### src/rtl/i2cm_pkg.sv
// ----------------------------------------------------------------------------
// i2cm_pkg
// Shared types, opcodes and field positions for the I2C master byte engine.
// ----------------------------------------------------------------------------
`default_nettype none

package i2cm_pkg;

    // Command opcodes carried in s_axis_tuser.
    localparam logic [2:0] OP_TICK    = 3'd0;
    localparam logic [2:0] OP_START   = 3'd1;
    localparam logic [2:0] OP_RESTART = 3'd2;
    localparam logic [2:0] OP_WRITE   = 3'd3;
    localparam logic [2:0] OP_READ    = 3'd4;
    localparam logic [2:0] OP_STOP    = 3'd5;

    // Register byte addresses.
    localparam logic [2:0] ADDR_CLOCK_DIVIDER = 3'd0;
    localparam logic [7:0] CLOCK_DIVIDER_RESET = 8'd39;

    // Bit positions in the result item.
    localparam int OUT_SCL      = 0;
    localparam int OUT_SDA      = 1;
    localparam int OUT_BUSY     = 2;
    localparam int OUT_DONE     = 3;
    localparam int OUT_ACK      = 4;
    localparam int OUT_RDATA_LO = 5;
    localparam int OUT_REJECTED = 13;
    localparam int OUT_WIDTH    = 16;

    localparam int IN_WIDTH = 24;

    // Bus sequencer phases.
    typedef enum logic [10:0] {
        PH_IDLE      = 11'b000_0000_0001,
        PH_RS_PRE    = 11'b000_0000_0010,
        PH_START_HI  = 11'b000_0000_0100,
        PH_START_LOW = 11'b000_0000_1000,
        PH_WR_LOW    = 11'b000_0001_0000,
        PH_WR_HIGH   = 11'b000_0010_0000,
        PH_RD_LOW    = 11'b000_0100_0000,
        PH_RD_HIGH   = 11'b000_1000_0000,
        PH_STOP_A    = 11'b001_0000_0000,
        PH_STOP_B    = 11'b010_0000_0000,
        PH_STOP_C    = 11'b100_0000_0000
    } phase_t;

endpackage

`default_nettype wire

### src/rtl/i2c_master_byte_engine.sv
// ----------------------------------------------------------------------------
// i2c_master_byte_engine
// Byte-level I2C master: start, repeated start, write byte with ACK sample,
// read byte with driven ACK, and stop, paced by a programmable phase length.
// ----------------------------------------------------------------------------
//  Channel   Direction  Payload
//  s_axis    in         tuser: op; tdata: address, rnw, write byte, ack, sda
//  m_axis    out        tdata: scl, sda, busy, done, ack status, read byte, reject
//  apb       in/out     clock_divider at byte address 0
//
//  An item can be accepted on every cycle unless m_axis is stalled.
//  The bus state advances only on accepted items; each SCL phase lasts
//  clock_divider+1 items.
//  rst_n clears the sequencer to idle with both lines released, divider 39.
//  A result waiting on m_axis stalls s_axis only if m_axis_tready is low.
// ----------------------------------------------------------------------------
`default_nettype none

module i2c_master_byte_engine
    import i2cm_pkg::*;
#(
    parameter int DIVIDER_WIDTH = 8
) (
    input  wire logic                 clk,
    input  wire logic                 rst_n,

    input  wire logic                 s_axis_tvalid,
    output logic                      s_axis_tready,
    // [6:0] target_address, [7] read_not_write, [15:8] write_data,
    // [16] ack_to_send, [17] sda_in, [23:18] zero
    input  wire logic [IN_WIDTH-1:0]  s_axis_tdata,
    // [2:0] op
    input  wire logic [2:0]           s_axis_tuser,

    output logic                      m_axis_tvalid,
    input  wire logic                 m_axis_tready,
    // [0] scl_out, [1] sda_out, [2] busy_res, [3] done_res, [4] ack_status,
    // [12:5] read_data, [13] rejected, [15:14] zero
    output logic [OUT_WIDTH-1:0]      m_axis_tdata,

    input  wire logic                 psel,
    input  wire logic                 penable,
    input  wire logic                 pwrite,
    input  wire logic [2:0]           paddr,
    input  wire logic [31:0]          pwdata,
    output logic [31:0]               prdata,
    output logic                      pready
);

    // Input fields.
    logic [2:0] op;
    logic [6:0] target_address;
    logic       read_not_write;
    logic [7:0] write_data;
    logic       ack_to_send;
    logic       sda_in;

    assign op             = s_axis_tuser;
    assign target_address = s_axis_tdata[6:0];
    assign read_not_write = s_axis_tdata[7];
    assign write_data     = s_axis_tdata[15:8];
    assign ack_to_send    = s_axis_tdata[16];
    assign sda_in         = s_axis_tdata[17];

    // Configuration.
    logic [DIVIDER_WIDTH-1:0] clock_divider_reg;
    logic                     cfg_write;

    assign pready    = 1'b1;
    assign cfg_write = psel && penable && pwrite && pready
                       && (paddr[2] == ADDR_CLOCK_DIVIDER[2]);
    assign prdata    = (paddr[2] == ADDR_CLOCK_DIVIDER[2])
                       ? 32'(clock_divider_reg) : 32'd0;

    always_ff @(posedge clk or negedge rst_n)
    begin
        if (!rst_n)
        begin
            clock_divider_reg <= DIVIDER_WIDTH'(CLOCK_DIVIDER_RESET);
        end
        else if (cfg_write)
        begin
            clock_divider_reg <= DIVIDER_WIDTH'(pwdata[7:0]);
        end
    end

    // Sequencer state.
    phase_t                   phase_reg, phase_next;
    logic [3:0]               bit_count_reg, bit_count_next;
    logic [DIVIDER_WIDTH-1:0] tick_count_reg, tick_count_next;
    logic [8:0]               shift_reg_reg, shift_reg_next;
    logic                     ack_latch_reg, ack_latch_next;
    logic [7:0]               received_byte_reg, received_byte_next;
    logic                     ack_drive_bit_reg, ack_drive_bit_next;
    logic                     scl_level_reg, scl_level_next;
    logic                     sda_level_reg, sda_level_next;

    logic       is_cmd;
    logic       do_advance;
    logic       entered;
    logic       done;
    logic       rej;
    logic [3:0] slot_clamp;
    logic [3:0] slot_idx;

    logic                 accept;
    logic                 m_valid_reg;
    logic [OUT_WIDTH-1:0] m_data_reg;

    assign s_axis_tready = !m_valid_reg || m_axis_tready;
    assign accept        = s_axis_tvalid && s_axis_tready;

    always_comb
    begin
        phase_next         = phase_reg;
        bit_count_next     = bit_count_reg;
        tick_count_next    = tick_count_reg;
        shift_reg_next     = shift_reg_reg;
        ack_latch_next     = ack_latch_reg;
        received_byte_next = received_byte_reg;
        ack_drive_bit_next = ack_drive_bit_reg;
        scl_level_next     = scl_level_reg;
        sda_level_next     = sda_level_reg;
        entered            = 1'b0;
        done               = 1'b0;
        rej                = 1'b0;
        slot_clamp         = 4'd0;
        slot_idx           = 4'd0;

        is_cmd     = op inside {[OP_START:OP_STOP]};
        do_advance = !(is_cmd && (phase_reg == PH_IDLE));

        if (is_cmd && (phase_reg != PH_IDLE))
        begin
            rej = 1'b1;
        end
        else if (is_cmd)
        begin
            entered = 1'b1;
            bit_count_next = 4'd0;
            case (op)
                OP_START, OP_RESTART:
                begin
                    shift_reg_next = {target_address,
                                      (op == OP_RESTART) ? 1'b1 : read_not_write,
                                      1'b1};
                    phase_next = scl_level_reg ? PH_START_HI : PH_RS_PRE;
                end
                OP_WRITE:
                begin
                    shift_reg_next = {write_data, 1'b1};
                    phase_next     = PH_WR_LOW;
                end
                OP_READ:
                begin
                    ack_drive_bit_next = ack_to_send;
                    shift_reg_next     = 9'd0;
                    phase_next         = PH_RD_LOW;
                end
                default:
                begin
                    phase_next = PH_STOP_A;
                end
            endcase
        end

        if (do_advance && (phase_reg != PH_IDLE))
        begin
            if (tick_count_reg < clock_divider_reg)
            begin
                tick_count_next = tick_count_reg + 1'b1;
            end
            else
            begin
                case (phase_reg)
                    PH_RS_PRE:
                    begin
                        phase_next = PH_START_HI;
                        entered    = 1'b1;
                    end
                    PH_START_HI:
                    begin
                        phase_next = PH_START_LOW;
                        entered    = 1'b1;
                    end
                    PH_START_LOW:
                    begin
                        bit_count_next = 4'd0;
                        phase_next     = PH_WR_LOW;
                        entered        = 1'b1;
                    end
                    PH_WR_LOW:
                    begin
                        phase_next = PH_WR_HIGH;
                        entered    = 1'b1;
                    end
                    PH_RD_LOW:
                    begin
                        phase_next = PH_RD_HIGH;
                        entered    = 1'b1;
                    end
                    PH_WR_HIGH:
                    begin
                        if (bit_count_reg >= 4'd8)
                        begin
                            ack_latch_next  = sda_in;
                            phase_next      = PH_IDLE;
                            tick_count_next = '0;
                            bit_count_next  = 4'd0;
                            scl_level_next  = 1'b0;
                            done            = 1'b1;
                        end
                        else
                        begin
                            bit_count_next = bit_count_reg + 4'd1;
                            phase_next     = PH_WR_LOW;
                            entered        = 1'b1;
                        end
                    end
                    PH_RD_HIGH:
                    begin
                        if (bit_count_reg >= 4'd8)
                        begin
                            received_byte_next = shift_reg_reg[7:0];
                            phase_next         = PH_IDLE;
                            tick_count_next    = '0;
                            bit_count_next     = 4'd0;
                            scl_level_next     = 1'b0;
                            done               = 1'b1;
                        end
                        else
                        begin
                            shift_reg_next = {shift_reg_reg[7:0], sda_in};
                            bit_count_next = bit_count_reg + 4'd1;
                            phase_next     = PH_RD_LOW;
                            entered        = 1'b1;
                        end
                    end
                    PH_STOP_A:
                    begin
                        phase_next = PH_STOP_B;
                        entered    = 1'b1;
                    end
                    PH_STOP_B:
                    begin
                        phase_next = PH_STOP_C;
                        entered    = 1'b1;
                    end
                    PH_STOP_C:
                    begin
                        phase_next      = PH_IDLE;
                        tick_count_next = '0;
                        bit_count_next  = 4'd0;
                        scl_level_next  = 1'b1;
                        sda_level_next  = 1'b1;
                        done            = 1'b1;
                    end
                    default:
                    begin
                        phase_next      = PH_IDLE;
                        tick_count_next = '0;
                        bit_count_next  = 4'd0;
                    end
                endcase
            end
        end

        // The bit driven in a low phase follows the updated bit count and shifter.
        slot_clamp = (bit_count_next > 4'd8) ? 4'd8 : bit_count_next;
        slot_idx   = 4'd8 - slot_clamp;

        if (entered)
        begin
            tick_count_next = '0;
            case (phase_next)
                PH_RS_PRE:
                begin
                    scl_level_next = 1'b0;
                    sda_level_next = 1'b1;
                end
                PH_START_HI, PH_STOP_C:
                begin
                    scl_level_next = 1'b1;
                    sda_level_next = 1'b1;
                end
                PH_START_LOW, PH_STOP_B:
                begin
                    scl_level_next = 1'b1;
                    sda_level_next = 1'b0;
                end
                PH_WR_LOW:
                begin
                    scl_level_next = 1'b0;
                    sda_level_next = shift_reg_next[slot_idx];
                end
                PH_RD_LOW:
                begin
                    scl_level_next = 1'b0;
                    sda_level_next = (slot_clamp < 4'd8) ? 1'b1 : ack_drive_bit_next;
                end
                PH_WR_HIGH, PH_RD_HIGH:
                begin
                    scl_level_next = 1'b1;
                end
                PH_STOP_A:
                begin
                    scl_level_next = 1'b0;
                    sda_level_next = 1'b0;
                end
                default:
                begin
                    scl_level_next = scl_level_reg;
                end
            endcase
        end
    end

    always_ff @(posedge clk or negedge rst_n)
    begin
        if (!rst_n)
        begin
            phase_reg         <= PH_IDLE;
            bit_count_reg     <= 4'd0;
            tick_count_reg    <= '0;
            shift_reg_reg     <= 9'd0;
            ack_latch_reg     <= 1'b0;
            received_byte_reg <= 8'd0;
            ack_drive_bit_reg <= 1'b0;
            scl_level_reg     <= 1'b1;
            sda_level_reg     <= 1'b1;
        end
        else if (accept)
        begin
            phase_reg         <= phase_next;
            bit_count_reg     <= bit_count_next;
            tick_count_reg    <= tick_count_next;
            shift_reg_reg     <= shift_reg_next;
            ack_latch_reg     <= ack_latch_next;
            received_byte_reg <= received_byte_next;
            ack_drive_bit_reg <= ack_drive_bit_next;
            scl_level_reg     <= scl_level_next;
            sda_level_reg     <= sda_level_next;
        end
    end

    // Result register.
    always_ff @(posedge clk or negedge rst_n)
    begin
        if (!rst_n)
        begin
            m_valid_reg <= 1'b0;
        end
        else if (accept)
        begin
            m_valid_reg <= 1'b1;
        end
        else if (m_axis_tready)
        begin
            m_valid_reg <= 1'b0;
        end
    end

    always_ff @(posedge clk)
    begin
        if (accept)
        begin
            m_data_reg <= {2'b00, rej, received_byte_next, ack_latch_next, done,
                           (phase_next != PH_IDLE), sda_level_next, scl_level_next};
        end
    end

    assign m_axis_tvalid = m_valid_reg;
    assign m_axis_tdata  = m_data_reg;

endmodule

`default_nettype wire

### config.mk
export PLATFORM = sky130hd
export DESIGN_NAME = i2c_master_byte_engine
export DESIGN_NICKNAME = d
export VERILOG_FILES = /design/src/rtl/i2cm_pkg.sv /design/src/rtl/i2c_master_byte_engine.sv
export SDC_FILE = /design/constraint.sdc
export NUM_CORES = 1
export LEC_CHECK = 0
export ABC_AREA = 1
export BUFFER_PORTS_ARGS = -buffer_cell sky130_fd_sc_hd__buf_2
export CAP_MARGIN = 20
export CORE_MARGIN = 3
export CORE_UTILIZATION = 54
export DETAILED_ROUTE_END_ITERATION = 7
export PLACE_DENSITY = 0.9
export SLEW_MARGIN = 20
export SYNTH_ARGS = -nofsm -noshare
export SYNTH_HDL_FRONTEND = slang
export SYNTH_SLANG_ARGS = --single-unit
### constraint.sdc
create_clock -name clk -period 3.4 [get_ports clk]
set_clock_uncertainty 0.05 [all_clocks]
set_input_delay 0.68 -clock clk [delete_from_list [all_inputs] [get_ports clk]]
set_output_delay 0.68 -clock clk [all_outputs]
set_load 0.02 [all_outputs]
==> results of run 1 <==
[worst max-delay path, stage by stage, from the launching register on]
cell	delay (ns)
dfstp_2	0.59
nor2_2	0.06
nand2_1	0.14
nor2_1	0.09
o21ai_0	0.10
nand3_1	0.20
nor2_1	0.21
nand2_2	0.11
nand3_1	0.11
nand2_2	0.12
inv_2	0.11
nand2_1	0.06
ha_1	0.34
nor3_1	0.21
nand2_1	0.08
a21oi_1	0.12
nand2_1	0.12
a21boi_1	0.18
[final cells by class]
cell class	instances	share of cell area [%]
Inverter	92	6.72
Multi-Input combinational cell	477	45.4
Timing Repair Buffer	69	7.41
Clock buffer	9	2.41
Sequential cell	67	34.2
Clock inverter	7	1.34
Tap cell	105	2.56
[placed cells by master (no fill, tap or decap), types with 9 or more instances in the layout]
cell	instances
nand2_1	169
inv_1	80
o21ai_0	65
buf_2	60
nor2_1	54
nand3_1	53
dfrtp_1	46
conb_1	27
a21oi_1	19
edfxtp_1	14
nand2_2	12
nor3_1	11
ha_1	11
clkbuf_8	9
[metal layers]
layer | up-vias | wire length (microns) | track usage, %
met5 | - | 0 | 0
met4 | 0 | 306 | 10.4
met3 | 34 | 808 | 3.79
met2 | 192 | 5570 | 39.2
met1 | 2057 | 4570 | 30.0
li1 | 2159 | - | -
[timing repair]
action                     4_1_cts  5_1_grt
setup buffers                    0        2
resized for setup                0        4
setup endpoints to repair        0        2
[report_power, final]
part	switching [uW]	total, uW	internal (uW)
sequential	179	1260	1080
combinational	1350	1990	637
clock	334	670	336
total	1860	3910	2050
[cells by family after synthesis]
logic type	count (synthesis)	share of synthesized area [%]
other cells	2	0.163
buf+inv	136	13.7
simple gates	326	31.2
xor+xnor	7	1.33
flops	67	38.1
compound gates	104	12.1
fa+ha+maj	11	2.99
mux	2	0.434
[worst paths after layout]
path                          startpoint                    to  slack [ns]  cells past startpoint
min in group clk           sda_level_reg         sda_level_reg        0.42                      2
max in group asynchronous          rst_n         scl_level_reg        2.18                      2
max                         phase_reg[0]       m_axis_tdata[1]        0.22                     17
min                                rst_n  received_byte_reg[0]        0.31                      1
min reg2reg                sda_level_reg         sda_level_reg        0.42                      2
max reg2reg                 phase_reg[0]       m_axis_tdata[1]        0.22                     17
[metrics by stage]
stage	std cells	util [%]	hold slack, ns
floorplan	680	-	0.334
global placement	808	59.5	0.410
detailed placement	808	59.5	0.412
CTS	824	61.8	0.335
global route	826	62.2	0.377
finish	826	62.2	0.306
==> summary.md, run 1 <==
| Metric | Value |
|---|---|
| Status | complete, no violations |
| Crit end category | register |
| Max-cap violations | 0 |
| Main synth FF type | dfrtp_1 |
| Rows | 33 |
| DR vias | between 4k and 5k |
| Syn_area_per_cell | between 7 and 8 sq um |
| Post-synth top area cell | dfrtp_1 |
| Post-synth top cells | nand2_1 (170), inv_1 (81), o21ai_0 (65) |
| Fmax | 315 MHz |
| Initial Utilization | a little under three fifths |
| DRC viols | 0 |
| Total Power | roughly 3900 uW |
| Final min period | ~3.2 ns |
| Max Slew Vio Count | 0 |
| # fillers | between 700 and 800 |
| Clk slew on worst S/H paths | 0.08 ns |
| Die Span Y | around 98 microns |
| WS Path Type | register to register |
| Inserted Clock Buffers | 9 |
| Routed Antenna Nets | 0 |
| Setup ws final | around 0.22 ns |
| Initial antenna violation count | 0 |
| Cell area after layout | roughly 5100 sq um |
| Tcrit/Tclk final | between 90% and 100% |
| Power density of the placed cells | 762 nW/um^2 |
| Die W | 98.4 microns |
| Place WS | about 0.19 ns |
| Top post-synthesis cells by area | dfrtp_1 (25%), nand2_1 (14%), edfxtp_1 (9.1%) |
| Post-synth EDFFs | 14 |
| CTS tree | yes |
| Post-Synthesis Cells | about 660 |
| VDD IR-drop max | about 0.43 mV |
| Total track usage | a little under a quarter |
| Io pins | 120 |
| Largest net degree at the start of global routing | 59 |
| Post-DR wirelength/cell | 13.6 microns |
| Vias/cell | about 5.4 |
| Post-synth top area share | 25.0% |
| H-tree depth | 3 |
| Routed WL | roughly 11 mm |
| 1st-pass router iterations | 6 |
| Worst-skew pair later-pin latency | between 0.3 and 0.4 ns |
| Synth Register Bits | 67 |
| Clock tree root driver cell | clkbuf_8 |
| Final Wtd Congestion | 0.972 |
| Hpwl dp | around 8.4 mm |
| Final Hold Fails | 0 |
| Critical path arrival | 3.33 ns |
| Critical path required time | ~3.6 ns |
| Max Root-Sink Buffers | 2 |
| Hold crit path type | primary input to async pin |
| Diode count | 0 |
| Setup TNS | 0 ns |
| RSZ-0062 raised after global routing | no |
| Ys async rst share | about four fifths |
| Slew HR | 38.8% |
| Yosys warns | 0 |
| FF/Latch Area | between 1500 and 2000 sq um |
| Placed cell area | between 4000 and 5000 sq um |
| CORE AREA | between 8000 and 9000 sq um |
| Top-count cell post-synth | nand2_1 |
| Multi-input gate area in the final layout | 2330 sq um |
| PortBufs | 60 |
| DRT iter0 DRCs | approximately 360 |
| Startpoint types | register |
| Final setup violation count | 0 |
| Share of layout cells above drive strength 1 | 18.4% |
| CTS Hold Bufs | 0 |
| Max reg flops | 14 |
| Area grow syn2layout | 11.4% |
| Final #Nets | ~800 |
| Actual slew at the worst max-slew pin | a little over 0.9 ns |
| Post-synth cell types | 42 |
| Remaining Overflow, GRT | 0 |
| Synth Cell Area | roughly 4600 sq um |
| Register area share after synthesis | 38.1% |
| Vias in the first global route | 4148 |
| Die ar. | 9680 sq um |
| P_leak | 0.00260 uW |
| CP max FO | 5 |
| Global-route wire length before repair | roughly 19 mm |
| Sink Count | 67 |
Note: power is estimated with default switching activity, not from simulation.
==> run 2: changes to the inputs <==
--- a/config.mk
+++ b/config.mk
@@ -8,11 +8,13 @@
 export ABC_AREA = 1
 export BUFFER_PORTS_ARGS = -buffer_cell sky130_fd_sc_hd__buf_2
 export CAP_MARGIN = 20
+export CELL_PAD_IN_SITES_DETAIL_PLACEMENT = 1
+export CELL_PAD_IN_SITES_GLOBAL_PLACEMENT = 2
 export CORE_MARGIN = 3
-export CORE_UTILIZATION = 54
+export CORE_UTILIZATION = 29
 export DETAILED_ROUTE_END_ITERATION = 7
+export MAX_ROUTING_LAYER = met4
 export PLACE_DENSITY = 0.9
-export SLEW_MARGIN = 20
 export SYNTH_ARGS = -nofsm -noshare
 export SYNTH_HDL_FRONTEND = slang
 export SYNTH_SLANG_ARGS = --single-unit
==> run 2 against run 1 <==
Effect of this change:
- global-route usage is 8.0 points lower
- design area is 5.1% higher
- core utilization is 27 points lower
- register-to-register slack better by 0.11 ns
==> summary.md, run 2 (synthesized netlist as in run 1, its figures left out) <==
| Metric | Value |
|---|---|
| Critical path required time | 3.44 ns (-0.11 ns) |
| CTS Hold Bufs | 0 (unchanged) |
| Critical path arrival | 3.11 ns (-0.22 ns) |
| H-tree depth | 3 (unchanged) |
| Post-DR wirelength/cell | 13.7 microns (+0.49%) |
| Max-cap violations | 0 (unchanged) |
| P_leak | 0.00267 uW (+2.7%) |
| Slew HR | 50.6% (+12 points) |
| Global-route wire length before repair | 21.3 mm (+14%) |
| Total track usage | 15.4% (-8.0 points) |
| Final #Nets | 799 (+0.38%) |
| VDD IR-drop max | 0.281 mV (-35%) |
| Power density of the placed cells | 791 nW/um^2 (+3.8%) |
| Final min period | 3.07 ns (-0.108 ns) |
| Share of layout cells above drive strength 1 | 18.8% (+0.34 points) |
| Diode count | 0 (unchanged) |
| Initial antenna violation count | 0 (unchanged) |
| Setup repair bufs after CTS | 0 (unchanged) |
| Final setup violation count | 0 (unchanged) |
| Max reg flops | 14 (unchanged) |
| Inserted Clock Buffers | 9 (unchanged) |
| Cell Count, Final, Fillers Out | 935 (+13%) |
| RSZ-0062 raised after global routing | no |
| CORE AREA | 15400 sq um (+86%) |
| Vias/cell | 4.58 (-15%) |
| Final Hold Fails | 0 (unchanged) |
| WS Path Type | register to register |
| Max Root-Sink Buffers | 2 (unchanged) |
| Die W | 132 microns (+34%) |
| Initial Utilization | 30.0% (-26 points) |
| Actual slew at the worst max-slew pin | 0.741 ns (-0.172 ns) |
| Sink Count | 67 (unchanged) |
| Crit end category | register |
| Fmax | 326 MHz (+3.5%) |
| Clk slew on worst S/H paths | 0.06 ns (-0.02 ns) |
| Commonest non-fill, non-tap cell in the layout | nand2_1 |
| Worst-skew pair later-pin latency | 0.35 ns (about the same) |
| Routed Antenna Nets | 0 (unchanged) |
| 1st-pass router iterations | 4 (-2) |
| Largest net degree at the start of global routing | 56 (-5.1%) |
| Clock tree root driver cell | clkbuf_16 |
| Commonest cells after routing, fill and taps aside | nand2_1 (170), inv_1 (80), o21ai_0 (65) |
| Die ar. | 17400 sq um (+80%) |
| Hpwl dp | 9.76 mm (+16%) |
| Routed WL | 12.8 mm (+14%) |
| DRT iter0 DRCs | 204 (-43%) |
| Vias in the first global route | 4318 (+4.1%) |
| Area grow syn2layout | 17.2% |
| CP max FO | 7 (+2) |
| Tcrit/Tclk final | 90.3% (-3.2 points) |
| Hold crit path type | primary input to async pin |
| CTS tree | yes |
| Rows | 45 (+36%) |
| Io pins | 120 (unchanged) |
| Status | complete, no violations |
| DR vias | 4281 (-3.6%) |
| Max Slew Vio Count | 0 (unchanged) |
| Remaining Overflow, GRT | 0 (unchanged) |
| Setup TNS | 0 ns (unchanged) |
| PortBufs | 60 (unchanged) |
| Final Wtd Congestion | 0.888 (-8.6%) |
| Placed cell count | 919 (+14%) |
| DRC viols | 0 (unchanged) |
| Die Span Y | 132 microns (+34%) |
| Startpoint types | register |
## run 2: worst max-delay path, stage by stage, from the launching register on
cell      delay (ns)
dfstp_2         0.52
inv_1           0.06
ha_1            0.31
a21oi_1         0.16
o21a_2          0.20
nand2_2         0.08
buf_4           0.18
nand2_1         0.06
nand2_1         0.14
nor2_1          0.16
nand3_1         0.10
nor2_1          0.18
nand2_1         0.11
nand3_1         0.12
nor2_1          0.05
nand2_1         0.05
nand2_1         0.07
nor2_1          0.13
a21boi_1        0.07
## run 2: final timing paths
check	startpoint	end	slack, ns	cells past startpoint
min	rst_n	clock_divider_reg[6]	0.42	2
max reg2reg	clock_divider_reg[5]	m_axis_tdata[1]	0.33	18
min in group clk	sda_level_reg	sda_level_reg	0.42	2
max	clock_divider_reg[5]	m_axis_tdata[1]	0.33	18
min reg2reg	sda_level_reg	sda_level_reg	0.42	2
max in group asynchronous	rst_n	phase_reg[1]	2.38	2
## run 2: report_power, final
| group | switching, uW | leakage (uW) | internal [uW] | total [uW] |
|---|---|---|---|---|
| clock | 387 | 0.000154 | 644 | 1030 |
| combinational | 1340 | 0.00171 | 642 | 1980 |
| sequential | 178 | 0.000801 | 1080 | 1260 |
| total | 1910 | 0.00267 | 2370 | 4270 |
## run 2: final cells by class
type | count | area, sq um
Timing Repair Buffer | 72 | 390
Fill cell | 1953 | 9970
Tap cell | 211 | 264
Multi-Input combinational cell | 477 | 2330
Sequential cell | 67 | 1760
Clock buffer | 10 | 229
Inverter | 92 | 345
Clock inverter | 6 | 90.1
## run 2: what timing repair did
item                                    4_1_cts  5_1_grt
endpoints found under the setup margin        0        2
hold endpoints to repair                      0        0
resized for setup                             0        3
## run 2: routing by layer
layer | global-route usage, % | wire, microns | up-vias
met5 | - | 0 | -
met3 | 3.66 | 581 | 14
li1 | - | - | 2166
met2 | 25.5 | 6050 | 77
met1 | 19.0 | 6020 | 2024
met4 | 4.03 | 144 | 0
## run 2: stage by stage
| step | setup slack (ns) | hold slack [ns] | total power, uW | util, % | area, sq um |
|---|---|---|---|---|---|
| after floorplan | 0.500 | 0.334 | 2740 | - | 4700 |
| after global placement | 0.238 | 0.408 | 3190 | 33.0 | 5070 |
| after detailed placement | 0.255 | 0.430 | 3250 | 33.0 | 5070 |
| after CTS | 0.238 | 0.429 | 4310 | 35.1 | 5390 |
| after global routing | 0.0172 | 0.460 | 4670 | 35.1 | 5400 |
| final | 0.329 | 0.420 | 4270 | 35.1 | 5400 |
==> run 3: changes to the inputs <==
--- a/config.mk
+++ b/config.mk
@@ -15,6 +15,7 @@
 export DETAILED_ROUTE_END_ITERATION = 7
 export MAX_ROUTING_LAYER = met4
 export PLACE_DENSITY = 0.9
+export RECOVER_POWER = 100
 export SYNTH_ARGS = -nofsm -noshare
 export SYNTH_HDL_FRONTEND = slang
 export SYNTH_SLANG_ARGS = --single-unit
==> run 3 against run 2 <==
Effect of this change:
- final cell count did not move
- critical path type unchanged
- sequential cell count unchanged
- non-clock buffer count unchanged
- fmax decreased by 0.19%
- largest cell class unchanged
- power shrank 0.67%
- largest power group unchanged
- clock power barely moved
==> summary.md, run 3 (synthesized netlist as in run 1, its figures left out) <==
| Metric | Value |
|---|---|
| Initial Utilization | 30.0% (unchanged) |
| Clock network power share | 24.3% (+0.2 points) |
| Final core occ | 34.8% (-0.36 points) |
| Met1 Wirelength | 6.03 mm (+0.17%) |
| Vias in the first global route | 4318 (unchanged) |
| Initial antenna violation count | 0 (unchanged) |
| Max Slew Vio Count | 0 (unchanged) |
| Pint | 2350 uW (-0.72%) |
| Comb power frac | 46.0% (-0.4 points) |
| Place WS | 0.255 ns (unchanged) |
| Status | complete, no violations |
| Diode count | 0 (unchanged) |
| 1st-pass router iterations | 4 (unchanged) |
| Most used cell, CP | nand2_1 |
| Crit end category | register |
| CP max FO | 7 (unchanged) |
| Buffers and inverters on the worst path | 2 (unchanged) |
| Io pins | 120 (unchanged) |
| Post-DR wirelength/cell | 13.7 microns (-0.13%) |
| Commonest non-fill, non-tap cell in the layout | nand2_1 |
| CORE AREA | 15400 sq um (unchanged) |
| Worst-skew pair later-pin latency | 0.35 ns (about the same) |
| Hpwl dp | 9.76 mm (unchanged) |
| Slew HR | 5.03% (-46 points) |
| Clk slew on worst S/H paths | 0.06 ns (about the same) |
| WL met3 | 539 microns (-7.2%) |
| Total Power | 4240 uW (-0.67%) |
| RSZ-0062 raised after global routing | no |
| Hold_ws | 0.425 ns (+0.00495 ns) |
| CTS tree | yes |
| Tcrit/Tclk final | 90.5% (+0.17 points) |
| Final #Nets | 799 (unchanged) |
| Total track usage | 15.4% (unchanged) |
| Commonest cells after routing, fill and taps aside | nand2_1 (170), inv_1 (81), o21ai_0 (68) |
| Final Hold Fails | 0 (unchanged) |
| Final min period | 3.08 ns (+0.00574 ns) |
| Share of layout cells above drive strength 1 | 14.5% (-4.3 points) |
| PortBufs | 60 (unchanged) |
| Global-route wire length before repair | 21.3 mm (unchanged) |
| Final Wtd Congestion | 0.888 (unchanged) |
| Max stage delay on crit path | 0.52 ns (about the same) |
| Max reg flops | 14 (unchanged) |
| Critical path, cell by cell | inv_1 > ha_1 > a21oi_1 > o21a_2 > nand2_2 > buf_4 > nand2_1 > nand2_1 > nor2_1 > nand3_1 > nor2_1 > nand2_1 > nand3_1 > nor2_1 > nand2_1 > nand2_1 > nor2_1 > a21boi_1 |
| Fmax | 325 MHz (-0.19%) |
| DRT iter0 DRCs | 195 (-4.4%) |
| CP delay by family, top | simple AND/OR/NAND/NOR gates |
| Routed WL | 12.8 mm (-0.13%) |
| WS Path Type | register to register |
| Die ar. | 17400 sq um (unchanged) |
| Top sig layer | met4 |
| Clock tree root driver cell | clkbuf_16 |
| Setup repair bufs after CTS | 0 (unchanged) |
| Final setup violation count | 0 (unchanged) |
| Die W | 132 microns (unchanged) |
| VDD IR-drop max | 0.280 mV (-0.39%) |
| Vias/cell | 4.58 (unchanged) |
| Critical Path Slowest Stage Cell | dfstp_2 |
| Setup TNS | 0 ns (unchanged) |
| Critical path arrival | 3.12 ns (about the same) |
| Die Span Y | 132 microns (unchanged) |
| Routed Antenna Nets | 0 (unchanged) |
| Largest net degree at the start of global routing | 56 (unchanged) |
| CTS Hold Bufs | 0 (unchanged) |
| Area grow syn2layout | 16.0% |
| Power density of the placed cells | 794 nW/um^2 (+0.35%) |
| Sink Count | 67 (unchanged) |
| Post-cts sizing count | 0 (unchanged) |
| Hold crit path type | register to register |
| Remaining Overflow, GRT | 0 (unchanged) |
| DRC viols | 0 (unchanged) |
| Inserted Clock Buffers | 9 (unchanged) |
| DR vias | 4281 (unchanged) |
| Setup ws final | 0.323 ns (-0.00574 ns) |
| Rows | 45 (unchanged) |
| Met2 wire length | 6.07 mm (+0.31%) |
| P_leak | 0.00259 uW (-3.1%) |
| Sw Ratio | 44.6% (about the same) |
| Critical path required time | 3.44 ns (about the same) |
| Actual slew at the worst max-slew pin | 1.42 ns (+0.683 ns) |
| Switching power total | 1890 uW (-0.61%) |
| Reg power frac | 29.7% (+0.2 points) |
| Max Root-Sink Buffers | 2 (unchanged) |
| Startpoint types | register |
| Max-cap violations | 0 (unchanged) |
| H-tree depth | 3 (unchanged) |
run 3: cell count changes in the layout (fill, tap and decap cells not counted), sizes merged:
cell,delta
buf,-28
clkbuf,+28
run 3: worst register-to-register path, delay by kind of cell (launching register included):
kind | cells | cell delay [ns]
simple gates | 12 | 1.28
flops | 1 | 0.52
compound gates | 3 | 0.43
fa+ha+maj | 1 | 0.31
buf+inv | 2 | 0.24
run 3: through the flow:
stage,instances,area [sq um]
final,935,5350
after global routing,935,5350
after CTS,935,5390
after detailed placement,919,5070
after global placement,919,5070
after floorplan,680,4700
run 3: cell type report:
| class | instances | area, sq um |
|---|---|---|
| fillers | 1969 | 10000 |
| repair buffers | 72 | 347 |
| flip-flops and latches | 67 | 1760 |
| inverters | 92 | 345 |
| clock inverters | 6 | 90.1 |
| clock buffers | 10 | 229 |
| multi-input cells | 477 | 2310 |
| well taps | 211 | 264 |
run 3: worst paths after layout:
path / from / end / slack, ns / cells past startpoint
setup reg to reg: clock_divider_reg[5] / m_axis_tdata[1] / 0.32 / 18
max in group asynchronous: rst_n / phase_reg[1] / 1.74 / 2
hold / removal: sda_level_reg / sda_level_reg / 0.42 / 2
hold reg to reg: sda_level_reg / sda_level_reg / 0.42 / 2
min in group asynchronous: rst_n / clock_divider_reg[6] / 0.70 / 2
setup / recovery: clock_divider_reg[5] / m_axis_tdata[1] / 0.32 / 18
run 3: power groups by stage:
stage | Sequential, uW | Combinational, uW | Clock [uW]
floorplan | 1260 | 1480 | 0
global placement | 1260 | 1930 | 0
detailed placement | 1280 | 1970 | 0
CTS | 1260 | 1990 | 1060
global route | 1290 | 2260 | 1090
finish | 1260 | 1950 | 1030
run 3: per-layer routing:
metal | vias up | global-route usage (%)
li1 | 2167 | -
met1 | 2026 | 19.0
met2 | 75 | 25.5
met3 | 13 | 3.66
met4 | 0 | 4.03
met5 | - | -
